$ cat config.mk
export PLATFORM = sky130hd
export DESIGN_NAME = sorted_table_insert_delete
export DESIGN_NICKNAME = d
export VERILOG_FILES = /design/src/rtl/core/stid_pkg.sv /design/src/rtl/core/stid_cell.sv /design/src/rtl/core/stid_ctrl.sv /design/src/rtl/core/sorted_table_insert_delete.sv
export SDC_FILE = /design/constraint.sdc
export NUM_CORES = 2
export LEC_CHECK = 0
export ABC_AREA = 1
export BUFFER_PORTS_ARGS = -buffer_cell sky130_fd_sc_hd__buf_2
export CAP_MARGIN = 20
export CORE_ASPECT_RATIO = 1.5
export CORE_MARGIN = 10
export CORE_UTILIZATION = 38
export DETAILED_ROUTE_END_ITERATION = 12
export PLACE_DENSITY = 0.59
export SLEW_MARGIN = 0
export SYNTH_ARGS = -nofsm -noshare
export SYNTH_HDL_FRONTEND = slang
export SYNTH_SLANG_ARGS = --single-unit
$ cat constraint.sdc
create_clock -name clock -period 10.6 [get_ports clock]
set_input_delay 0 -clock clock [delete_from_list [all_inputs] [get_ports clock]]
set_output_delay 0 -clock clock [all_outputs]
set_load 0.02 [all_outputs]
$ cat src/rtl/core/stid_pkg.sv
// ----------------------------------------------------------------------------
// Sorted table package
// Shared constants, status codes and the command bundle that the controller
// sends along the row of table cells.
// ----------------------------------------------------------------------------
package stid_pkg;

   // Fixed widths of the item fields.
   localparam int DATA_W       = 32;
   localparam int COUNT_W      = 6;
   localparam int STATUS_W     = 2;
   localparam int RSP_DATA_W   = 48;

   // Defaults for the top-level parameters.
   localparam int TABLE_DEPTH_DEF = 32;
   localparam int VALUE_WIDTH_DEF = 32;

   // Item kinds carried on req_tuser.
   localparam logic ACT_INSERT = 1'b0;
   localparam logic ACT_DELETE = 1'b1;

   // Result status codes.
   localparam logic [STATUS_W-1:0] ST_DONE     = 2'd0;
   localparam logic [STATUS_W-1:0] ST_FULL     = 2'd1;
   localparam logic [STATUS_W-1:0] ST_NO_MATCH = 2'd2;

   // Command broadcast to every cell in a cycle.
   typedef struct packed {
      logic insert;   // open a gap at the insert point and load the key
      logic shift;    // close the gap left by one equal entry
   } cell_cmd_type;

endpackage

$ cat src/rtl/core/stid_cell.sv
// ----------------------------------------------------------------------------
// Sorted table cell
// Holds one table entry, compares it with the broadcast key and swaps data
// with its two neighbours on insert and delete steps.
// ----------------------------------------------------------------------------
module stid_cell #(
   parameter int INDEX       = 0,
   parameter int TABLE_DEPTH = stid_pkg::TABLE_DEPTH_DEF,
   parameter int VALUE_WIDTH = stid_pkg::VALUE_WIDTH_DEF
) (
   input  logic                             clock,
   input  stid_pkg::cell_cmd_type           cmd,
   input  logic [VALUE_WIDTH-1:0]           key,
   input  logic [$clog2(TABLE_DEPTH+1)-1:0] count,
   input  logic                             prev_lt,
   input  logic [VALUE_WIDTH-1:0]           prev_entry,
   input  logic [VALUE_WIDTH-1:0]           next_entry,
   output logic [VALUE_WIDTH-1:0]           entry,
   output logic                             lt,
   output logic                             eq
);
   import stid_pkg::*;

   localparam int CNT_W = $clog2(TABLE_DEPTH+1);

   logic [VALUE_WIDTH-1:0] entry_ff;
   logic [VALUE_WIDTH-1:0] entry_in;
   logic                   occupied;

   // Compare the held entry with the key; only occupied cells take part.
   always_comb begin
      occupied = CNT_W'(INDEX) < count;
      lt       = occupied && ($signed(entry_ff) < $signed(key));
      eq       = occupied && (entry_ff == key);
   end

   // Insert: cells at or past the insert point take the left neighbour's
   // entry, and the first of them takes the key. Delete step: cells at or
   // past the equal run take the right neighbour's entry.
   always_comb begin
      entry_in = entry_ff;
      if (cmd.insert && !lt) begin
         entry_in = prev_lt ? key : prev_entry;
      end else if (cmd.shift && !lt) begin
         entry_in = next_entry;
      end
   end

   always_ff @(posedge clock) begin
      entry_ff <= entry_in;
   end

   assign entry = entry_ff;

endmodule

$ cat src/rtl/core/stid_ctrl.sv
// ----------------------------------------------------------------------------
// Sorted table controller
// Takes items, drives the cell row one step a cycle (inserts wait for the
// result slot), counts entries, holds the result in an output register.
// ----------------------------------------------------------------------------
module stid_ctrl #(
   parameter int TABLE_DEPTH = stid_pkg::TABLE_DEPTH_DEF,
   parameter int VALUE_WIDTH = stid_pkg::VALUE_WIDTH_DEF
) (
   input  logic                                 clock,
   input  logic                                 reset,
   input  logic                                 req_tvalid,
   output logic                                 req_tready,
   input  logic                                 req_action,
   input  logic [stid_pkg::DATA_W-1:0]          req_value,
   output logic                                 rsp_tvalid,
   input  logic                                 rsp_tready,
   output logic [stid_pkg::STATUS_W-1:0]        rsp_status,
   output logic [stid_pkg::COUNT_W-1:0]         rsp_removed,
   output logic [stid_pkg::COUNT_W-1:0]         rsp_count,
   output logic [stid_pkg::DATA_W-1:0]          rsp_smallest,
   output stid_pkg::cell_cmd_type               cmd,
   output logic [VALUE_WIDTH-1:0]               key,
   output logic [$clog2(TABLE_DEPTH+1)-1:0]     count,
   input  logic                                 any_eq,
   input  logic                                 lt0,
   input  logic [VALUE_WIDTH-1:0]               entry0
);
   import stid_pkg::*;

   localparam int CNT_W = $clog2(TABLE_DEPTH+1);

   typedef enum logic {
      S_IDLE,
      S_EXEC
   } state_type;

   state_type               state_ff;
   logic                    action_ff;
   logic [VALUE_WIDTH-1:0]  key_ff;
   logic [CNT_W-1:0]        count_ff;
   logic [CNT_W-1:0]        removed_ff;
   logic                    rsp_valid_ff;
   logic [STATUS_W-1:0]     status_ff;
   logic [COUNT_W-1:0]      removed_out_ff;
   logic [COUNT_W-1:0]      count_out_ff;
   logic [DATA_W-1:0]       smallest_ff;

   logic                    out_free;
   logic                    full;
   logic                    finish;
   logic [VALUE_WIDTH-1:0]  key_in;
   logic [VALUE_WIDTH-1:0]  smallest_raw;
   logic [CNT_W-1:0]        count_after;
   logic [VALUE_WIDTH+DATA_W-1:0] key_wide;
   logic [VALUE_WIDTH+DATA_W-1:0] smallest_wide;
   logic [CNT_W+COUNT_W-1:0] count_wide;
   logic [CNT_W+COUNT_W-1:0] removed_wide;

   // Input value: low VALUE_WIDTH bits, zero-filled above the field width.
   always_comb begin
      key_wide = {{VALUE_WIDTH{1'b0}}, req_value};
      key_in   = key_wide[VALUE_WIDTH-1:0];
   end

   // Handshake and command decode.
   always_comb begin
      out_free   = !rsp_valid_ff || rsp_tready;
      full       = count_ff == CNT_W'(TABLE_DEPTH);
      req_tready = state_ff == S_IDLE;
      cmd.insert = (state_ff == S_EXEC) && (action_ff == ACT_INSERT) && !full && out_free;
      cmd.shift  = (state_ff == S_EXEC) && (action_ff == ACT_DELETE) && any_eq;
      finish     = (state_ff == S_EXEC) && !cmd.shift && out_free;
   end

   // Smallest entry once this item is done. On insert the key becomes the
   // head unless the table is full or the current head is already smaller.
   always_comb begin
      count_after = count_ff;
      if (action_ff == ACT_INSERT) begin
         if (!full) begin
            count_after = count_ff + 1'b1;
         end
         smallest_raw = (full || lt0) ? entry0 : key_ff;
      end else begin
         smallest_raw = (count_ff != '0) ? entry0 : '0;
      end
      smallest_wide = {{DATA_W{smallest_raw[VALUE_WIDTH-1]}}, smallest_raw};
      count_wide    = {{COUNT_W{1'b0}}, count_after};
      removed_wide  = {{COUNT_W{1'b0}}, removed_ff};
   end

   // Sequencer and result register.
   always_ff @(posedge clock) begin
      if (reset) begin
         state_ff     <= S_IDLE;
         count_ff     <= '0;
         removed_ff   <= '0;
         rsp_valid_ff <= 1'b0;
      end else begin
         // A finishing item refills the result slot; otherwise a taken
         // result empties it.
         if (finish) begin
            rsp_valid_ff <= 1'b1;
         end else if (rsp_tready) begin
            rsp_valid_ff <= 1'b0;
         end
         unique case (state_ff)
            S_IDLE: begin
               if (req_tvalid) begin
                  action_ff  <= req_action;
                  key_ff     <= key_in;
                  removed_ff <= '0;
                  state_ff   <= S_EXEC;
               end
            end
            S_EXEC: begin
               if (action_ff == ACT_DELETE && any_eq) begin
                  // One equal entry leaves the table per cycle.
                  count_ff   <= count_ff - 1'b1;
                  removed_ff <= removed_ff + 1'b1;
               end else if (out_free) begin
                  count_ff       <= count_after;
                  count_out_ff   <= count_wide[COUNT_W-1:0];
                  removed_out_ff <= removed_wide[COUNT_W-1:0];
                  smallest_ff    <= smallest_wide[DATA_W-1:0];
                  if (action_ff == ACT_INSERT) begin
                     status_ff <= full ? ST_FULL : ST_DONE;
                  end else begin
                     status_ff <= (removed_ff == '0) ? ST_NO_MATCH : ST_DONE;
                  end
                  state_ff <= S_IDLE;
               end
            end
            default: begin
               state_ff <= S_IDLE;
            end
         endcase
      end
   end

   assign rsp_tvalid   = rsp_valid_ff;
   assign rsp_status   = status_ff;
   assign rsp_removed  = removed_out_ff;
   assign rsp_count    = count_out_ff;
   assign rsp_smallest = smallest_ff;
   assign key          = key_ff;
   assign count        = count_ff;

endmodule

$ cat src/rtl/core/sorted_table_insert_delete.sv
// ----------------------------------------------------------------------------
// Sorted table with insert and delete
// Keeps up to TABLE_DEPTH signed values in ascending order in a row of cells.
// ----------------------------------------------------------------------------
// Usage:
// Items arrive on the req_ stream: req_tuser selects insert (0) or delete (1)
// and req_tdata carries the value. Each item gives exactly one result item on
// the rsp_ stream with the status on rsp_tuser and the removed count, entry
// count and smallest entry packed in rsp_tdata.
// An insert places its value ahead of the first entry that is not smaller, so
// a new value lands ahead of equal ones; on a full table it is dropped and
// flagged. A delete removes every entry equal to its value.
// Operation: an insert is accepted, then every cell compares and shifts at
// once as soon as the result slot is free, and the result is registered.
// A delete removes its equal entries one per cycle, since the cell row
// closes the gap by one place per cycle, then registers its result.
// Reset empties the table (entry count zero). The result sits in an output
// register; if the receiver stalls, a following item is still accepted, but
// an insert does not shift and no item finishes until that register frees.
// ----------------------------------------------------------------------------
module sorted_table_insert_delete #(
   parameter int TABLE_DEPTH = stid_pkg::TABLE_DEPTH_DEF,
   parameter int VALUE_WIDTH = stid_pkg::VALUE_WIDTH_DEF
) (
   input  logic                               clock,
   input  logic                               reset,
   input  logic                               req_tvalid,
   output logic                               req_tready,
   input  logic [stid_pkg::DATA_W-1:0]        req_tdata,   // [31:0] value
   input  logic                               req_tuser,   // [0] action
   output logic                               rsp_tvalid,
   input  logic                               rsp_tready,
   // [5:0] removed_count, [11:6] entry_count, [43:12] smallest_value,
   // [47:44] zero
   output logic [stid_pkg::RSP_DATA_W-1:0]    rsp_tdata,
   output logic [stid_pkg::STATUS_W-1:0]      rsp_tuser    // [1:0] status
);
   import stid_pkg::*;

   localparam int CNT_W = $clog2(TABLE_DEPTH+1);

   cell_cmd_type             cmd;
   logic [VALUE_WIDTH-1:0]   key;
   logic [CNT_W-1:0]         count;
   logic [VALUE_WIDTH-1:0]   entries [TABLE_DEPTH];
   logic [TABLE_DEPTH-1:0]   lt_vec;
   logic [TABLE_DEPTH-1:0]   eq_vec;
   logic                     any_eq;
   logic [COUNT_W-1:0]       rsp_removed;
   logic [COUNT_W-1:0]       rsp_count;
   logic [DATA_W-1:0]        rsp_smallest;

   // A match anywhere in the row keeps the delete going.
   assign any_eq = |eq_vec;

   // Controller.
   stid_ctrl #(
      .TABLE_DEPTH (TABLE_DEPTH),
      .VALUE_WIDTH (VALUE_WIDTH)
   ) u_ctrl (
      .clock        (clock),
      .reset        (reset),
      .req_tvalid   (req_tvalid),
      .req_tready   (req_tready),
      .req_action   (req_tuser),
      .req_value    (req_tdata),
      .rsp_tvalid   (rsp_tvalid),
      .rsp_tready   (rsp_tready),
      .rsp_status   (rsp_tuser),
      .rsp_removed  (rsp_removed),
      .rsp_count    (rsp_count),
      .rsp_smallest (rsp_smallest),
      .cmd          (cmd),
      .key          (key),
      .count        (count),
      .any_eq       (any_eq),
      .lt0          (lt_vec[0]),
      .entry0       (entries[0])
   );

   // Row of cells; the ends see a fixed "smaller" on the left and their own
   // entry on the right.
   for (genvar i = 0; i < TABLE_DEPTH; i++) begin : g_cell
      logic                   prev_lt;
      logic [VALUE_WIDTH-1:0] prev_entry;
      logic [VALUE_WIDTH-1:0] next_entry;

      if (i == 0) begin : g_head
         assign prev_lt    = 1'b1;
         assign prev_entry = key;
      end else begin : g_body
         assign prev_lt    = lt_vec[i-1];
         assign prev_entry = entries[i-1];
      end

      if (i == TABLE_DEPTH-1) begin : g_tail
         assign next_entry = entries[i];
      end else begin : g_inner
         assign next_entry = entries[i+1];
      end

      stid_cell #(
         .INDEX       (i),
         .TABLE_DEPTH (TABLE_DEPTH),
         .VALUE_WIDTH (VALUE_WIDTH)
      ) u_cell (
         .clock      (clock),
         .cmd        (cmd),
         .key        (key),
         .count      (count),
         .prev_lt    (prev_lt),
         .prev_entry (prev_entry),
         .next_entry (next_entry),
         .entry      (entries[i]),
         .lt         (lt_vec[i]),
         .eq         (eq_vec[i])
      );
   end

   // Result packing.
   assign rsp_tdata = {{(RSP_DATA_W-DATA_W-2*COUNT_W){1'b0}},
                       rsp_smallest, rsp_count, rsp_removed};

endmodule
# ---- Yosys cells after proc, flatten, opt, wreduce, memory -nomap -nowiden
# Index checks and enable logic that the tools add are counted.
dict set report word_totals {
  regBits 1117
  input_bits 37
  out_inout_bits 52
}
dict set report classes {
  addsub 3
  order_cmp 64
  n_eq_ne 35
  mux 112
  bitwise_logic 4
  n_reduce_logical 212
}
# cell count
set ops {}
lappend ops {{2-to-1 mux 32 bit} 96}
lappend ops {{equality test 32 bit} 32}
lappend ops {{< comparator 32 bit} 32}
lappend ops {{logical AND 1 bit} 135}
lappend ops {{< comparator 5 x 6 -> 1 bit, first input constant} 16}
lappend ops {{nonzero test 2 bit} 33}
lappend ops {{< comparator 4 x 6 -> 1 bit, first input constant} 8}
lappend ops {{2-to-1 mux 6 bit} 6}
lappend ops {{zero test 1 bit} 35}
lappend ops {{OR reduction 32 bit} 1}
lappend ops {{< comparator 3 x 6 -> 1 bit, first input constant} 4}
lappend ops {{adder 6 x 1 -> 6 bit, second input constant} 2}
lappend ops {{< comparator 1 x 6 -> 1 bit, first input constant} 2}
lappend ops {{< comparator 2 x 6 -> 1 bit, first input constant} 2}
lappend ops {{case mux 6 bit (2 select lines)} 1}
lappend ops {{equality test 6 bit, second input constant} 1}
lappend ops {{zero test 6 bit} 1}
lappend ops {{2-to-1 mux 1 bit} 6}
lappend ops {{nonzero test 6 bit} 1}
lappend ops {{subtractor 6 x 1 -> 6 bit, second input constant} 1}
lappend ops {{2-to-1 mux 2 bit} 2}
lappend ops {{inequality test 2 bit, second input constant} 2}
lappend ops {{inverter 1 bit} 4}
lappend ops {{AND reduction 2 bit} 2}
lappend ops {{4 further kinds} 5}

# ---- Depth between registers and ports, before layout
dict set report logic_depth {
  ltp_word 8
  ltp_mapped 20
  ltp_nobuf 20
}

# ---- Hierarchy
# A second synthesis with hierarchy kept.
dict set report unflattened {
  cells_unflattened 12014
  area_unflattened_um2 89916.2
}
# module instances cells_each area_each_um2 seq_area_each_um2
set modules_own_cells {}
lappend modules_own_cells {{stid_cell (g_cell[18].u_cell ...)} 3 360 2666.3 960.9}
lappend modules_own_cells {{stid_cell (g_cell[0].u_cell ...)} 2 362 2670.1 960.9}
lappend modules_own_cells {{stid_cell (g_cell[1].u_cell ...)} 2 361 2667.6 960.9}
lappend modules_own_cells {stid_ctrl 1 390 4107.7 2652.5}
lappend modules_own_cells {{stid_cell (g_cell[29].u_cell)} 1 367 2707.6 960.9}
lappend modules_own_cells {{stid_cell (g_cell[13].u_cell)} 1 365 2702.6 960.9}
lappend modules_own_cells {{stid_cell (g_cell[12].u_cell)} 1 367 2696.3 960.9}
lappend modules_own_cells {{stid_cell (g_cell[6].u_cell)} 1 367 2695.1 960.9}
lappend modules_own_cells {{stid_cell (g_cell[14].u_cell)} 1 365 2693.8 960.9}
lappend modules_own_cells {{stid_cell (g_cell[5].u_cell)} 1 362 2693.8 960.9}
lappend modules_own_cells {{stid_cell (g_cell[4].u_cell)} 1 366 2692.6 960.9}
lappend modules_own_cells {{stid_cell (g_cell[19].u_cell)} 1 367 2690.1 960.9}
lappend modules_own_cells {{stid_cell (g_cell[11].u_cell)} 1 363 2685.1 960.9}
lappend modules_own_cells {{stid_cell (g_cell[27].u_cell)} 1 365 2682.6 960.9}
lappend modules_own_cells {{+16 rows} -- -- -- --}

# ---- Worst setup path after synthesis
# No wires, ideal clock.
dict set report synth_timing {
  path_type {reg-to-reg}
  start {register u_ctrl.key_ff[31], in the netlist u_ctrl.key[31]}
  end {register u_ctrl.count_out_ff[0], in the netlist u_ctrl.rsp_count[0], enable pin}
  t_arrival_ns 6.172
  t_required_ns 10.093
  path_slack_ns 3.921
  stages_incl_launch_ff 18
  period_less_slack_ns 6.679
  path_cell_list {edfxtp_1 clkbuf_1 inv_1 clkbuf_1 ha_1 nand2_1 nor2_1 nand2_1 nor2_1 nand3b_1 nand2_1 nor2_1 nand2_1 nor2_1 nand2_1 nand2_2 nand2_1 nor3_1}
}
dict set report synth_between {
  elab_chain_cells 6
  elab_cells_between_ends 68
  cone_classes {eq/ne: 32; bitwise: 1; reduce/logical: 35}
}
# element line
set synth_lines {}
lappend synth_lines {{from (decl)} stid_ctrl.sv:40} ;# logic [VALUE_WIDTH-1:0] key_ff;
lappend synth_lines {{from (signal assigned)} stid_ctrl.sv:112} ;# key_ff <= key_in;
lappend synth_lines {{equality test 32 bit} stid_cell.sv:34} ;# eq = occupied && (entry_ff == key);
lappend synth_lines {{logical AND 1 bit} stid_cell.sv:34}
lappend synth_lines {{OR reduction 32 bit *} sorted_table_insert_delete.sv:54} ;# assign any_eq = |eq_vec;
lappend synth_lines {{logical AND 1 bit *} stid_ctrl.sv:118} ;# if (action_ff == ACT_DELETE && any_eq) begin
lappend synth_lines {{inverter 1 bit (no source line) *} --}
lappend synth_lines {{AND reduction 4 bit (no source line) *} --}
lappend synth_lines {{to (signal assigned)} stid_ctrl.sv:124} ;# count_out_ff <= count_wide[COUNT_W-1:0];
lappend synth_lines {{to (decl)} stid_ctrl.sv:46} ;# logic [COUNT_W-1:0] count_out_ff;
# Every way passes the cells marked *; elsewhere a longest branch is shown, timed or not.
# A chain may end at the register's enable or synchronous reset.

# ---- Worst setup path after layout
dict set report layout_timing {
  start {register u_ctrl.key_ff[21], in the netlist u_ctrl.key[21]}
  end {register g_cell[26].u_cell.entry_ff[17], enable pin}
}
dict set report layout_between {
  elab_chain_cells 6
  elab_cells_between_ends 72
  cone_classes {order compare: 1; eq/ne: 32; reduce/logical: 39}
}
# element line
set layout_lines {}
lappend layout_lines {{branches (longest 5 deep; another with < comparator 32 bit)} --}
lappend layout_lines {{nonzero test 2 bit (no source line) *} --}
lappend layout_lines {{to (signal assigned)} stid_cell.sv:50} ;# entry_ff <= entry_in;
lappend layout_lines {{to (decl)} stid_cell.sv:26} ;# logic [VALUE_WIDTH-1:0] entry_ff;
# Mark *: on every way between the ends.

==> run metrics <==
unrepaired setup endpoints after global routing no; RR Startpoint u_ctrl.key[21]; gpl congestion a little over 1; hold_sp req_tdata[13]; syn_area_per_cell 7.465 um^2; TritonCTS clock tree built; Worst slew margin 24.45%; met3 Track Usage GR 6.039%; DIE HEIGHT 603.8 um; DRC Markers 0; critical path fanouts, max 21; CP peak stage delay 0.81 ns; total grt overflow 0; synth unique cells 45; largest net degree at the start of global routing 82; Initial Util 38.16%; CTS buffer count 138; final WL around 420000 um; area added between synthesis and finish 9.969%; Worst VDD drop 0.00009388 V; post-cts repair resize count 0; Die W 409.2 um; CTS Root Cell clkbuf_16; placed cells ~14000; post-placement cell area 0.08971 mm^2; Routed Antenna Nets 0; GR Layer Usage met2 53.21%; vias in the first global route 84110; total negative slack 0 ns; Final Slew Violations 0; hold_ws 0.004423 ns; via count between 80000 and 90000; 1st-pass router iterations 6; CTS clk-pin slew, worst paths 0.06 ns; Buf/Inv on CP 6; port bufs 84; CTS H-tree lvls 4; CP required approximately 11 ns; DR iter-0 viols just under 10000; status finished clean; post-route cell area 0.09494 mm^2; power per standard cell area 129.6 mW/mm^2; Post-Synthesis Cell Area between 0.08 and 0.09 mm^2; die area 0.2471 mm^2; minimum clock period 7.049 ns; register area share after synthesis ~39%; nets 12521; M1 GR Usage 34.36%; Final Non-Filler Cells 14594; IO Pins 89; Ys Warns 0; Final Hold Vio Count 0; clock skew about 0.050 ns; Mapped Cells between 10000 and 15000; cell family with most CP delay buffers and inverters; number of post-CTS setup repair buffers 0; Max Root-Sink Buffers 4; crit path from u_ctrl.key[21]; Setup crit end kind flop; Critical-path top delay cell clkinv_2; CP Cell Sequence buf_4 -> clkinv_2 -> buf_4 -> buf_4 -> ha_1 -> nand2_1 -> nor2_1 -> nand2_1 -> nor2_1 -> nand3_1 -> nand2_1 -> nor2_1 -> nand2_1 -> nor2_1 -> a21oi_4 -> buf_4 -> nand2_1 -> nand2_1 -> buf_4; #FFs+latches synth 1117; Finish-stage setup viols 0; worst-margin pin slew 1.130 ns; hold crit path type primary input to flop; Clock Sinks 1117; gr usage total 32.68%; Max-Cap Viols 0; grt peak-use layer met2; most used cell, CP nand2_1; share of layout cells above drive strength 1 under 10%; WS Path Type flop to flop; Leak 44.27 nW; global-route wire length before repair 590600 um; Core ar. 0.2263 mm^2; Tcrit/Tclk final 66.50%; CP Launch Type flop; Clk Latency, worst-skew pair 0.87 ns; Crit path arrival time 7.57 ns; dpl hpwl 302300 um; routed vias/inst 5.943; DR WL/cell 28.96 um; fmax 0.1419 GHz; initial antenna violation count 21; row count approximately 210
==> path summary, 6_finish.rpt <==
check	end	slack, ns	cells after the start
worst min-delay path	u_ctrl.key[13]	0.004	2
worst max register to register	g_cell[26].u_cell.entry[17]	3.55	19
worst min register to register	u_ctrl.rsp_removed[4]	0.51	0
worst max-delay path	g_cell[26].u_cell.entry[17]	3.55	19
==> worst register-to-register path, cell delays in order, from the launching register on <==
cell and delay [ns]:
edfxtp_1 0.32, buf_4 0.51, clkinv_2 0.84, buf_4 0.51, buf_4 0.32, ha_1 0.45
nand2_1 0.07, nor2_1 0.28, nand2_1 0.09, nor2_1 0.14, nand3_1 0.10, nand2_1 0.11
nor2_1 0.10, nand2_1 0.35, nor2_1 0.15, a21oi_4 0.79, buf_4 0.53, nand2_1 0.11
nand2_1 0.54, buf_4 0.40
==> where the power goes <==
part	switching (mW)	internal [mW]
Clock	2.12	2.69
Combinational	1.67	0.608
Sequential	0.182	5.04
==> through the flow <==
step	power [mW]	worst slack (ns)	utilization, %
after global placement	7.435	3.185	39.57
after CTS	12.24	3.309	41.79
after global routing	12.67	3.521	41.94
final	12.31	3.551	41.96
after floorplan	6.605	3.921	-
after detailed placement	7.476	3.347	39.65
==> synthesized netlist by cell type (all sizes together) <==
cell type | n | area (um^2)
a211oi | 8 | 60.06
dfxtp | 14 | 280.3
buf | 257 | 1368
ha | 1030 | 12890
nand4 | 648 | 4066
xnor2 | 1 | 8.760
a21boi | 1 | 7.510
edfxtp | 1103 | 33120
inv | 442 | 1662
a21oi | 527 | 2649
o21a | 14 | 105.1
nor2b | 1 | 6.260
clkinv | 2 | 7.510
nor2 | 565 | 2163
o21ai | 612 | 3067
a21o | 3 | 22.52
o211ai | 31 | 232.7
o21bai | 9 | 67.56
o221ai | 1 | 8.760
clkbuf | 375 | 1410
nand2 | 5461 | 20560
nand3b | 26 | 206.5
nand3 | 393 | 2105
conb | 1 | 3.750
a31oi | 13 | 81.33
xor2 | 10 | 87.58
nor3 | 15 | 75.07
or2 | 2 | 12.51
==> what timing repair did <==
| action | CTS | global route |
|---|---|---|
| endpoints found under the hold margin | 59 | 2 |
| endpoints found under the setup margin | 0 | 0 |
| hold buffers | 62 | 2 |
==> layout make-up <==
type | instances | area (um^2)
Antenna cell | 21 | 52.55
Tap cell | 3024 | 3784
Inverter | 444 | 1708
Clock buffer | 169 | 3654
Timing Repair Buffer | 378 | 3159
Fill cell | 23225 | 131300
Multi-Input combinational cell | 9375 | 48600
Sequential cell | 1117 | 33400
Clock inverter | 66 | 579.3
==> state kept, by name, summed over array words and instances, names as in the netlist <==
name / cells
g_cell.u_cell.entry: 1024
u_ctrl.rsp_tvalid: 1
u_ctrl.state_ff: 1
u_ctrl.count: 6
u_ctrl.rsp_removed: 6
u_ctrl.rsp_smallest: 32
u_ctrl.removed_ff: 6
u_ctrl.key: 32
u_ctrl.rsp_count: 6
u_ctrl.rsp_status: 2
u_ctrl.action_ff: 1
==> placed cells by master (no fill, tap or decap), drive strengths merged, types with 31 or more instances in the layout <==
cell,netlist,layout
nand3,393,393
dlygate4sd3,0,64
buf,257,313
edfxtp,1103,1103
inv,442,415
nand2,5461,5461
o211ai,31,31
ha,1030,1030
nand4,648,648
o21ai,612,612
clkbuf,375,170
nor2,565,565
a21oi,527,527
clkinv,2,81
==> layer usage <==
metal / wire length [um] / share of wire (%)
met4: 51980 / 12
met2: 193800 / 46
met5: 44 / 0.010
met3: 34590 / 8.2
met1: 142100 / 34
==> cell families after synthesis <==
family | Yosys count | synth area share [%]
adder cells (fa/ha/maj) | 1030 | 14.93
buffers and inverters | 1076 | 5.151
XOR/XNOR | 11 | 0.1116
AND/OR/NAND/NOR | 7111 | 33.82
AO/OA/AOI/OAI | 1219 | 7.298
flip-flops | 1117 | 38.69
other | 1 | 0.004344
No activity file was read; power rests on OpenSTA's default activity.
